==> config.mk <==
export PLATFORM = sky130hd
export DESIGN_NAME = crc_checked_frame_parser_unit
export DESIGN_NICKNAME = d
export VERILOG_FILES = /design/src/rtl/ccfp_pkg.sv /design/src/rtl/ccfp_out_reg.sv /design/src/rtl/crc_checked_frame_parser_unit.sv
export SDC_FILE = /design/constraint.sdc
export NUM_CORES = 1
export LEC_CHECK = 0
export BUFFER_PORTS_ARGS = -buffer_cell sky130_fd_sc_hd__buf_2
export CORE_MARGIN = 4
export CORE_UTILIZATION = 60
export DETAILED_ROUTE_END_ITERATION = 10
export GPL_ROUTABILITY_DRIVEN = 0
export GPL_TIMING_DRIVEN = 0
export PLACE_DENSITY_LB_ADDON = 0.08
export REMOVE_ABC_BUFFERS = 1
export SYNTH_ARGS = -nofsm -noshare
export SYNTH_HDL_FRONTEND = slang
export SYNTH_SLANG_ARGS = --single-unit
==> constraint.sdc <==
create_clock -name clk -period 6.3 [get_ports clk]
set_input_delay 0.63 -clock clk [delete_from_list [all_inputs] [get_ports clk]]
set_output_delay 0.63 -clock clk [all_outputs]
set_load 0.1 [all_outputs]
==> src/rtl/ccfp_pkg.sv <==
// shared types, constants and crc byte-update functions for the frame parser
package ccfp_pkg;

    localparam logic [7:0]  SOF_BYTE         = 8'hA5;
    localparam logic [7:0]  HDR_CRC_INIT     = 8'hFF;
    localparam logic [15:0] FRM_CRC_INIT     = 16'hFFFF;
    localparam logic [7:0]  HDR_CRC_POLY     = 8'h8C;
    localparam logic [15:0] FRM_CRC_POLY     = 16'h8408;
    localparam logic [15:0] MAX_DATA_LEN_RST = 16'd128;

    // report status codes
    localparam logic [1:0] ST_OK      = 2'd0;
    localparam logic [1:0] ST_HDR_CRC = 2'd1;
    localparam logic [1:0] ST_LEN     = 2'd2;
    localparam logic [1:0] ST_FRM_CRC = 2'd3;

    // result kinds
    localparam logic KIND_DATA   = 1'b0;
    localparam logic KIND_REPORT = 1'b1;

    typedef struct packed {
        logic        kind;
        logic [7:0]  data_byte;
        logic [15:0] data_index;
        logic [15:0] command_id;
        logic [7:0]  sequence_res;
        logic [1:0]  status;
        logic        frame_last;
    } result_t;

    // reflected crc8, one byte per call
    function automatic logic [7:0] crc8_byte(input logic [7:0] crc, input logic [7:0] b);
        logic [7:0] c;
        begin
            c = crc ^ b;
            for (int k = 0; k < 8; k++)
            begin
                c = c[0] ? ((c >> 1) ^ HDR_CRC_POLY) : (c >> 1);
            end
            return c;
        end
    endfunction

    // reflected ccitt crc16, one byte per call
    function automatic logic [15:0] crc16_byte(input logic [15:0] crc, input logic [7:0] b);
        logic [15:0] c;
        begin
            c = crc ^ {8'h00, b};
            for (int k = 0; k < 8; k++)
            begin
                c = c[0] ? ((c >> 1) ^ FRM_CRC_POLY) : (c >> 1);
            end
            return c;
        end
    endfunction

endpackage

==> src/rtl/ccfp_out_reg.sv <==
// result register with backpressure toward the parser
module ccfp_out_reg (
    input  logic              clk,
    input  logic              rst_n,
    input  logic              load_valid,
    input  ccfp_pkg::result_t load_data,
    input  logic              out_stall,
    output logic              hold,
    output logic              out_valid,
    output ccfp_pkg::result_t out_data
);

    logic              valid_reg;
    ccfp_pkg::result_t data_reg;

    // register busy and not drained this cycle
    assign hold      = valid_reg && out_stall;
    assign out_valid = valid_reg;
    assign out_data  = data_reg;

    always_ff @(posedge clk or negedge rst_n)
    begin
        if (!rst_n)
        begin
            valid_reg <= 1'b0;
        end
        else if (!hold)
        begin
            valid_reg <= load_valid;
        end
    end

    always_ff @(posedge clk)
    begin
        if (load_valid && !hold)
        begin
            data_reg <= load_data;
        end
    end

endmodule

==> src/rtl/crc_checked_frame_parser_unit.sv <==
// byte-stream deframer with header crc8, frame crc16 and length limit
//
//  channel   signals                                    dir   notes
//  in        in_valid, in_stall, rx_byte                in    one received byte per item
//  out       out_valid, out_stall, kind, data_byte,     out   data byte or end-of-frame report
//            data_index, command_id, sequence_res,
//            status, frame_last
//  cfg       cfg_wr_en, cfg_wr_data                     in    max_data_len, no read-back
//
// one byte per cycle sustained while in_stall is low; the crc8/crc16 byte updates
// and the phase decode sit between the parser state registers and the result register
// a result is registered and appears on out in the cycle after the byte that caused it is accepted
// in_stall rises only while a result is held in the output register under out_stall
// reset puts the parser in hunt with crcs at their init values and max_data_len at 128
module crc_checked_frame_parser_unit (
    input  logic        clk,
    input  logic        rst_n,
    // input byte channel
    input  logic        in_valid,
    output logic        in_stall,
    input  logic [7:0]  rx_byte,
    // result channel
    output logic        out_valid,
    input  logic        out_stall,
    output logic        kind,
    output logic [7:0]  data_byte,
    output logic [15:0] data_index,
    output logic [15:0] command_id,
    output logic [7:0]  sequence_res,
    output logic [1:0]  status,
    output logic        frame_last,
    // configuration
    input  logic        cfg_wr_en,
    input  logic [15:0] cfg_wr_data
);

    typedef enum logic [2:0] {
        PH_HUNT   = 3'd0,
        PH_HEADER = 3'd1,
        PH_CMD    = 3'd2,
        PH_DATA   = 3'd3,
        PH_CRC    = 3'd4
    } phase_t;

    phase_t      phase_reg, phase_next;
    logic [15:0] pos_reg, pos_next;          // position within current phase
    logic [15:0] len_reg, len_next;          // data length from header
    logic [7:0]  hcrc_reg, hcrc_next;        // running header crc8
    logic [15:0] fcrc_reg, fcrc_next;        // running frame crc16
    logic [7:0]  seq_reg, seq_next;          // sequence byte of latest header
    logic [15:0] cmd_reg, cmd_next;          // command id being assembled
    logic [7:0]  crc_lo_reg, crc_lo_next;    // low byte of received crc16
    logic [15:0] max_len_reg;

    logic              in_accept;
    logic              res_valid;
    ccfp_pkg::result_t res;
    ccfp_pkg::result_t out_data;
    logic              data_done;

    assign in_accept = in_valid && !in_stall;

    // last data byte of the frame
    assign data_done = ({1'b0, pos_reg} + 17'd1) >= {1'b0, len_reg};

    always_comb
    begin
        phase_next  = phase_reg;
        pos_next    = pos_reg;
        len_next    = len_reg;
        hcrc_next   = hcrc_reg;
        fcrc_next   = fcrc_reg;
        seq_next    = seq_reg;
        cmd_next    = cmd_reg;
        crc_lo_next = crc_lo_reg;

        res_valid        = 1'b0;
        res.kind         = ccfp_pkg::KIND_REPORT;
        res.data_byte    = 8'h00;
        res.data_index   = 16'h0000;
        res.command_id   = cmd_reg;
        res.sequence_res = seq_reg;
        res.status       = ccfp_pkg::ST_OK;
        res.frame_last   = 1'b1;

        if (in_accept)
        begin
            unique case (phase_reg)
                PH_HEADER:
                begin
                    fcrc_next = ccfp_pkg::crc16_byte(fcrc_reg, rx_byte);
                    if (pos_reg < 16'd4)
                    begin
                        hcrc_next = ccfp_pkg::crc8_byte(hcrc_reg, rx_byte);
                        if (pos_reg == 16'd1)
                        begin
                            len_next = {8'h00, rx_byte};
                        end
                        else if (pos_reg == 16'd2)
                        begin
                            len_next = {rx_byte, len_reg[7:0]};
                        end
                        else
                        begin
                            seq_next = rx_byte;
                        end
                        pos_next = pos_reg + 16'd1;
                    end
                    else
                    begin
                        // fifth byte carries the header crc
                        phase_next = PH_HUNT;
                        if (hcrc_reg != rx_byte)
                        begin
                            res_valid  = 1'b1;
                            res.status = ccfp_pkg::ST_HDR_CRC;
                        end
                        else if (len_reg > max_len_reg)
                        begin
                            res_valid  = 1'b1;
                            res.status = ccfp_pkg::ST_LEN;
                        end
                        else
                        begin
                            phase_next = PH_CMD;
                            pos_next   = 16'd0;
                        end
                    end
                end
                PH_CMD:
                begin
                    fcrc_next = ccfp_pkg::crc16_byte(fcrc_reg, rx_byte);
                    if (pos_reg == 16'd0)
                    begin
                        cmd_next = {8'h00, rx_byte};
                        pos_next = 16'd1;
                    end
                    else
                    begin
                        cmd_next   = {rx_byte, cmd_reg[7:0]};
                        pos_next   = 16'd0;
                        // empty payload goes straight to the trailer crc
                        phase_next = (len_reg == 16'd0) ? PH_CRC : PH_DATA;
                    end
                end
                PH_DATA:
                begin
                    fcrc_next      = ccfp_pkg::crc16_byte(fcrc_reg, rx_byte);
                    res_valid      = 1'b1;
                    res.kind       = ccfp_pkg::KIND_DATA;
                    res.data_byte  = rx_byte;
                    res.data_index = pos_reg;
                    res.frame_last = 1'b0;
                    if (data_done)
                    begin
                        phase_next = PH_CRC;
                        pos_next   = 16'd0;
                    end
                    else
                    begin
                        pos_next = pos_reg + 16'd1;
                    end
                end
                PH_CRC:
                begin
                    if (pos_reg == 16'd0)
                    begin
                        crc_lo_next = rx_byte;
                        pos_next    = 16'd1;
                    end
                    else
                    begin
                        phase_next = PH_HUNT;
                        pos_next   = 16'd0;
                        res_valid  = 1'b1;
                        res.status = (fcrc_reg == {rx_byte, crc_lo_reg}) ?
                                     ccfp_pkg::ST_OK : ccfp_pkg::ST_FRM_CRC;
                    end
                end
                default:
                begin
                    // hunt, and any stray phase code behaves as hunt
                    phase_next = PH_HUNT;
                    if (rx_byte == ccfp_pkg::SOF_BYTE)
                    begin
                        hcrc_next   = ccfp_pkg::crc8_byte(ccfp_pkg::HDR_CRC_INIT, rx_byte);
                        fcrc_next   = ccfp_pkg::crc16_byte(ccfp_pkg::FRM_CRC_INIT, rx_byte);
                        len_next    = 16'd0;
                        cmd_next    = 16'd0;
                        crc_lo_next = 8'h00;
                        pos_next    = 16'd1;
                        phase_next  = PH_HEADER;
                    end
                end
            endcase
        end
    end

    always_ff @(posedge clk or negedge rst_n)
    begin
        if (!rst_n)
        begin
            phase_reg   <= PH_HUNT;
            pos_reg     <= 16'd0;
            len_reg     <= 16'd0;
            hcrc_reg    <= ccfp_pkg::HDR_CRC_INIT;
            fcrc_reg    <= ccfp_pkg::FRM_CRC_INIT;
            seq_reg     <= 8'h00;
            cmd_reg     <= 16'd0;
            crc_lo_reg  <= 8'h00;
            max_len_reg <= ccfp_pkg::MAX_DATA_LEN_RST;
        end
        else
        begin
            phase_reg  <= phase_next;
            pos_reg    <= pos_next;
            len_reg    <= len_next;
            hcrc_reg   <= hcrc_next;
            fcrc_reg   <= fcrc_next;
            seq_reg    <= seq_next;
            cmd_reg    <= cmd_next;
            crc_lo_reg <= crc_lo_next;
            if (cfg_wr_en)
            begin
                max_len_reg <= cfg_wr_data;
            end
        end
    end

    // result register; stalls the byte input only while it holds a result
    ccfp_out_reg u_out_reg (
        .clk        (clk),
        .rst_n      (rst_n),
        .load_valid (res_valid),
        .load_data  (res),
        .out_stall  (out_stall),
        .hold       (in_stall),
        .out_valid  (out_valid),
        .out_data   (out_data)
    );

    assign kind         = out_data.kind;
    assign data_byte    = out_data.data_byte;
    assign data_index   = out_data.data_index;
    assign command_id   = out_data.command_id;
    assign sequence_res = out_data.sequence_res;
    assign status       = out_data.status;
    assign frame_last   = out_data.frame_last;

    // payload index always below the header length
    a_data_pos: assert property (@(posedge clk) disable iff (!rst_n)
        phase_reg == PH_DATA |-> pos_reg < len_reg)
        else $error("data position beyond frame length");

    // header position stays within the four header bytes plus crc
    a_hdr_pos: assert property (@(posedge clk) disable iff (!rst_n)
        phase_reg == PH_HEADER |-> (pos_reg >= 16'd1 && pos_reg <= 16'd4))
        else $error("header position out of range");

    // start byte seen while hunting opens a header
    a_sof: assert property (@(posedge clk) disable iff (!rst_n)
        (in_accept && phase_reg == PH_HUNT && rx_byte == ccfp_pkg::SOF_BYTE)
        |=> phase_reg == PH_HEADER)
        else $error("start byte did not open a header");

    // input held off only behind a waiting result
    a_stall_src: assert property (@(posedge clk) disable iff (!rst_n)
        in_stall |-> (out_valid && out_stall))
        else $error("input stalled without a pending result");

    // data items never carry a status or frame end
    a_data_item: assert property (@(posedge clk) disable iff (!rst_n)
        (out_valid && kind == ccfp_pkg::KIND_DATA) |-> (status == ccfp_pkg::ST_OK && !frame_last))
        else $error("data item carries report fields");

endmodule

# After elaboration in Yosys (flattened, before gate mapping)
# Cells that the tools add are included.
[totals]
inputBits = 29
ff_bits = 160
output_inout_bits = 54
word_cells = 189
[op_classes]
addsub = 2
n_mux = 77
eq_ne = 20
reduce_logical = 26
n_bitwise = 42
n_lt_le_gt_ge = 3
[op_table]
columns = ["op", "n"]
rows = [
  ["two-way mux 16 bit", 27],
  ["two-way mux 8 bit", 20],
  ["NOT 2 -> 3 bit", 32],
  ["one-hot mux 16 bit (2 select lines)", 3],
  ["one-hot mux 16 bit (3 select lines)", 1],
  ["logical NOT 16 bit", 2],
  ["one-hot mux 8 bit (2 select lines)", 2],
  ["two-way mux 25 bit", 1],
  ["AND reduction 5 bit", 4],
  ["adder 16 x 1 -> 17 bit (second input constant)", 1],
  [">= comparator 17 x 16 -> 1 bit", 1],
  ["adder 16 x 1 -> 16 bit (second input constant)", 1],
  ["equality test 16 x 1 -> 1 bit (second input constant)", 1],
  ["equality test 16 bit", 1],
  ["equality test 16 x 2 -> 1 bit (second input constant)", 1],
  ["> comparator 16 bit", 1],
  ["< comparator 16 x 3 -> 1 bit (second input constant)", 1],
  ["inequality test 2 bit (second input constant)", 8],
  ["NOT 8 -> 16 bit", 1],
  ["AND reduction 4 bit", 4],
  ["bitwise XOR 16 x 8 -> 16 bit", 1],
  ["two-way mux 3 bit", 5],
  ["two-way mux 2 bit", 7],
  ["one-hot mux 3 bit (4 select lines)", 1],
  ["other kinds (20)", 43],
]

# Depth between registers and ports, before layout
[logic_depth]
depth_word = 19
ltp_mapped = 16
mapped_depth_nobuf = 14

# Modules after synthesis
# A second synthesis with hierarchy kept.
[hier_totals]
cells_unflattened = 761
hier_area_um2 = 8386.8
[modules_own_cells]
columns = ["module", "instances", "area_each_um2", "cells_each", "seq_area_each_um2"]
rows = [
  ["crc_checked_frame_parser_unit", 1, 6775.2, 705, 2708.8],
  ["ccfp_out_reg", 1, 1611.5, 56, 1586.5],
]

# Least setup slack after synthesis
# Ideal clock, no wire load.
[synth_path]
path_type = "register to register"
from = "register len_reg[14]"
to = "register u_out_reg.data_reg (netlist bit u_out_reg.out_data[0]), enable pin"
setup_ns = 0.460
stages_incl_launch_ff = 8
synth_period_minus_slack_ns = 4.441
setup_slack_ns = 1.859
t_arrival_ns = 3.981
cell_sequence = "dfrtp_1 > ha_1 > nand4_1 > a2111o_1 > a31oi_1 > o311ai_0 > and2_1 > nor2_1"
[synth_via]
elab_chain_cells = 7
[synth_rtl]
columns = ["item", "line_no", "source"]
rows = [
  ["from (decl)", "crc_checked_frame_parser_unit.sv:47", "logic [15:0] len_reg, len_next;"],
  ["from (signal assigned)", "crc_checked_frame_parser_unit.sv:217", "len_reg <= len_next;"],
  ["> comparator 16 bit", "crc_checked_frame_parser_unit.sv:118", "else if (len_reg > max_len_reg)"],
  ["two-way mux 1 bit", "crc_checked_frame_parser_unit.sv:118", ""],
  ["two-way mux 1 bit", "crc_checked_frame_parser_unit.sv:113", "if (hcrc_reg != rx_byte)"],
  ["two-way mux 1 bit", "crc_checked_frame_parser_unit.sv:92", "if (pos_reg < 16'd4)"],
  ["one-hot mux 1 bit (3 select lines)", "crc_checked_frame_parser_unit.sv:88", "unique case (phase_reg)"],
  ["two-way mux 1 bit", "crc_checked_frame_parser_unit.sv:86", "if (in_accept)"],
  ["logical AND 1 bit", "ccfp_out_reg.sv:35", "if (load_valid && !hold)"],
  ["to (signal assigned)", "ccfp_out_reg.sv:37", "data_reg <= load_data;"],
  ["to (decl)", "ccfp_out_reg.sv:14", "ccfp_pkg::result_t data_reg;"],
]
# Every way passes these cells.
# A chain may end at the register's enable or synchronous reset.

# Worst setup path after layout
[layout_path]
from = "register pos_reg[0]"
to = "register phase_reg[0]"
[layout_via]
elab_chain_cells = 4
word_cells_on_any_way = 9
[layout_rtl]
columns = ["item", "line_no", "source"]
rows = [
  ["from (decl)", "crc_checked_frame_parser_unit.sv:46", "logic [15:0] pos_reg, pos_next;"],
  ["from (signal assigned)", "crc_checked_frame_parser_unit.sv:216", "pos_reg <= pos_next;"],
  ["adder 16 x 1 -> 17 bit", "crc_checked_frame_parser_unit.sv:64", "assign data_done = ({1'b0, pos_reg} + 17'd1) >= {1'b0, len_reg};"],
  [">= comparator 17 x 16 -> 1 bit", "crc_checked_frame_parser_unit.sv:64", ""],
  ["inequality test 2 bit (no line)", "--", ""],
  ["AND reduction 5 bit (no line) *", "--", ""],
  ["to (signal assigned)", "crc_checked_frame_parser_unit.sv:215", "phase_reg <= phase_next;"],
  ["to (decl)", "crc_checked_frame_parser_unit.sv:45", "phase_t phase_reg, phase_next;"],
]
# Mark *: on every way between the ends. The rest lies on a longest branch, timed or not.

==> results.ini <==
[die]
die_y_um = 127
die_x_um = 127
placementRows = 43
io_pins = 83
coreArea_um2 = 13900
dieArea_um2 = 16100
start_util = 0.613

[sta]
setup_viol = 0
finalMaxSlewViolations = 0
final_hold_viol_count = 0
finalCriticalPeriod_ns = 3.93
worstMarginPinSlew_ns = 1.26
final.period_utilization = 0.623
fmax_ghz = 0.255
rsz0062_at_grt = no
slew-limit-headroom = 0.155
clock_skew_ns = 0.0124
setup_tns_ns = 0

[yosys]
async_flop_share = 0.679
synth_area_leaders = dfrtp_1 24%, edfxtp_1 18%, dfstp_2 7.7%
ys_warn_count = 0
synth_area_leader_cell = dfrtp_1
syn_area_per_cell_um2 = 10.5
synth_top_area_frac = 0.244
synth.distinct_cells = 74
synthCells = 808
syn_area_um2 = 8510
synth_seq_area_share = 0.501
synth_edf_count = 51
synth.ff_latch_count = 159
synth-main-ff-cell = dfrtp_1

[drt]
dr.pass1.iters = 8
drt_iter0_markers = 432
drt_wl_total_um = 19100
vias = 6135
routedWlPerCell_um = 18.0
ant_nets = 0
drcViolationCount = 0
via_per_inst = 5.77

[worst_setup_path]
crit_chain = ha_1 > nand3_1 > or2_2 > inv_1 > and3_1 > xor2_1 > ha_1 > a21oi_1 > o21ai_0 > a221oi_2 > a21oi_2 > nor2_2 > a311oi_1 > o32ai_2
path_class = flip-flop to flip-flop
crit_path_top_delay_cell = nor2_2
crit_required_ns = 6.65
endpoint_kind = flip-flop
cp_common_cell = ha_1
cp_max_fo = 16
worst_path_dominant_cell_family = simple AND/OR/NAND/NOR gates
cp-start-kind = flip-flop
cp.arrival_ns = 4.27
cp.buffers_inverters = 1
max_stage_delay_ns = 0.60

[clock_network]
clk_latency_ns = 0.43
cts_max_path_buffers = 2
clkSlewWorstSetupHoldPaths_ns = 0.07
ctsResizeCount = 0
post_cts_buffers = 0
holdBufCountCts = 0
cts_root_buf = clkbuf_16
numCtsBuffers = 17
h-tree-depth = 4
cts.sinks = 159
cts_tree = built

[min_path]
min_path_type = input port to async pin

[pwr]
p_per_area_nw_per_um2 = 524
p_leak_nw = 3.98
ir_worst_vdd_mv = 0.266

[cells_and_area]
design_area_um2 = 9550
final_common_cell = nand2_1
layout-drive-gt1-share = 0.203
largest_reg_flops = 51
final_nets = 935
area_growth_pct = 12.3
diodes = 0
layout_common_cells = 105 x nand2_1, 83 x dfrtp_1, 81 x buf_2

[global_routing]
grt_overflow_total = 0
antenna_found_initial = 0
grt_pass1_wl_um = 31300
grtUsageTotal = 0.246
first_global_vias = 6161
grt_max_degree = 75

[placement]
postPlaceCellArea_um2 = 8970
dp_hpwl_um = 13400
portBuffers = 82

[run_status]
status = complete, no violations

[run]
cap_violations = 0

[worst paths after layout]
check	startpoint	to	slack (ns)	depth (start not counted)
setup / recovery	pos_reg[0]$_DFFE_PN0P_	phase_reg[0]$_DFFE_PN0P_	2.37	14
min in group clk	cfg_wr_data[14]	max_len_reg[14]$_DFFE_PN0P_	0.41	3
hold reg to reg	seq_reg[5]$_DFFE_PN0P_	u_out_reg.out_data[8]$_DFFE_PP_	0.45	0
hold / removal	rst_n	max_len_reg[5]$_DFFE_PN0P_	0.16	1
max in group asynchronous	rst_n	hcrc_reg[4]$_DFFE_PN1P_	5.38	2
setup reg to reg	pos_reg[0]$_DFFE_PN0P_	phase_reg[0]$_DFFE_PN0P_	2.37	14
[layer usage]
layer  wire length (µm)  global-route usage  vias up
met4                454               0.101        0
met3                853              0.0477       40
li1                   -                   -     2937
met5                  0                   0        -
met2               9490               0.401      157
met1               8290               0.328     3001
[cell families after synthesis]
family,after synthesis,share of synthesized area
adder cells (fa/ha/maj),36,0.0530
XOR/XNOR,96,0.0989
multiplexers,11,0.0144
AO/OA/AOI/OAI,169,0.133
flip-flops,159,0.501
buffers and inverters,87,0.0484
AND/OR/NAND/NOR,250,0.151
[worst register-to-register path, cell delays in order, from the launching register on]
cell      delay, ns
dfrtp_1        0.50
ha_1           0.32
nand3_1        0.17
or2_2          0.36
inv_1          0.08
and3_1         0.17
xor2_1         0.23
ha_1           0.29
a21oi_1        0.16
o21ai_0        0.13
a221oi_2       0.38
a21oi_2        0.07
nor2_2         0.60
a311oi_1       0.13
o32ai_2        0.27
[report_power, final]
group / total, mW / switching, mW / internal (mW)
registers: 1.68 / 0.256 / 1.43
clock network: 1.01 / 0.434 / 0.572
logic: 2.31 / 1.56 / 0.752
total: 5.00 / 2.25 / 2.75
[layout make-up]
cell class              count  area, µm²
fillers                  1036       4330
flip-flops and latches    159       4270
multi-input cells         562       3840
repair buffers             85        472
clock buffers              18        450
well taps                 180        225
inverters                  45        169
clock inverters            14        130
[synth_stat cells, types with 4 or more instances]
| cell type | count |
|---|---|
| nand2_1 | 105 |
| dfrtp_1 | 83 |
| xnor2_1 | 73 |
| o21ai_0 | 62 |
| edfxtp_1 | 51 |
| inv_1 | 44 |
| nor2_1 | 39 |
| ha_1 | 36 |
| dfstp_2 | 25 |
| xor2_1 | 23 |
| and2_1 | 21 |
| a21oi_1 | 20 |
| clkbuf_1 | 18 |
| a22o_1 | 17 |
| nand3_1 | 15 |
| o21ai_1 | 14 |
| buf_2 | 11 |
| mux2_2 | 10 |
| nand4_1 | 10 |
| nor4_1 | 10 |
| a31o_1 | 9 |
| nor2b_1 | 8 |
| nor3_1 | 8 |
| buf_6 | 6 |
| a21o_1 | 5 |
| a31oi_1 | 5 |
| and3_1 | 5 |
| o21a_1 | 5 |
| buf_4 | 4 |
[stage by stage]
| stage | worst slack (ns) | cells | util | hold WS [ns] | power, mW |
|---|---|---|---|---|---|
| floorplan | 1.84 | 766 | - | 0.334 | 3.49 |
| global placement | 0.485 | 1028 | 0.641 | 0.429 | 3.90 |
| detailed placement | 2.38 | 1031 | 0.646 | 0.433 | 3.99 |
| CTS | 2.34 | 1063 | 0.688 | 0.161 | 5.02 |
| global route | 2.09 | 1063 | 0.688 | 0.191 | 5.30 |
| finish | 2.37 | 1063 | 0.688 | 0.157 | 5.00 |
No activity file was read; power rests on OpenSTA's default activity.
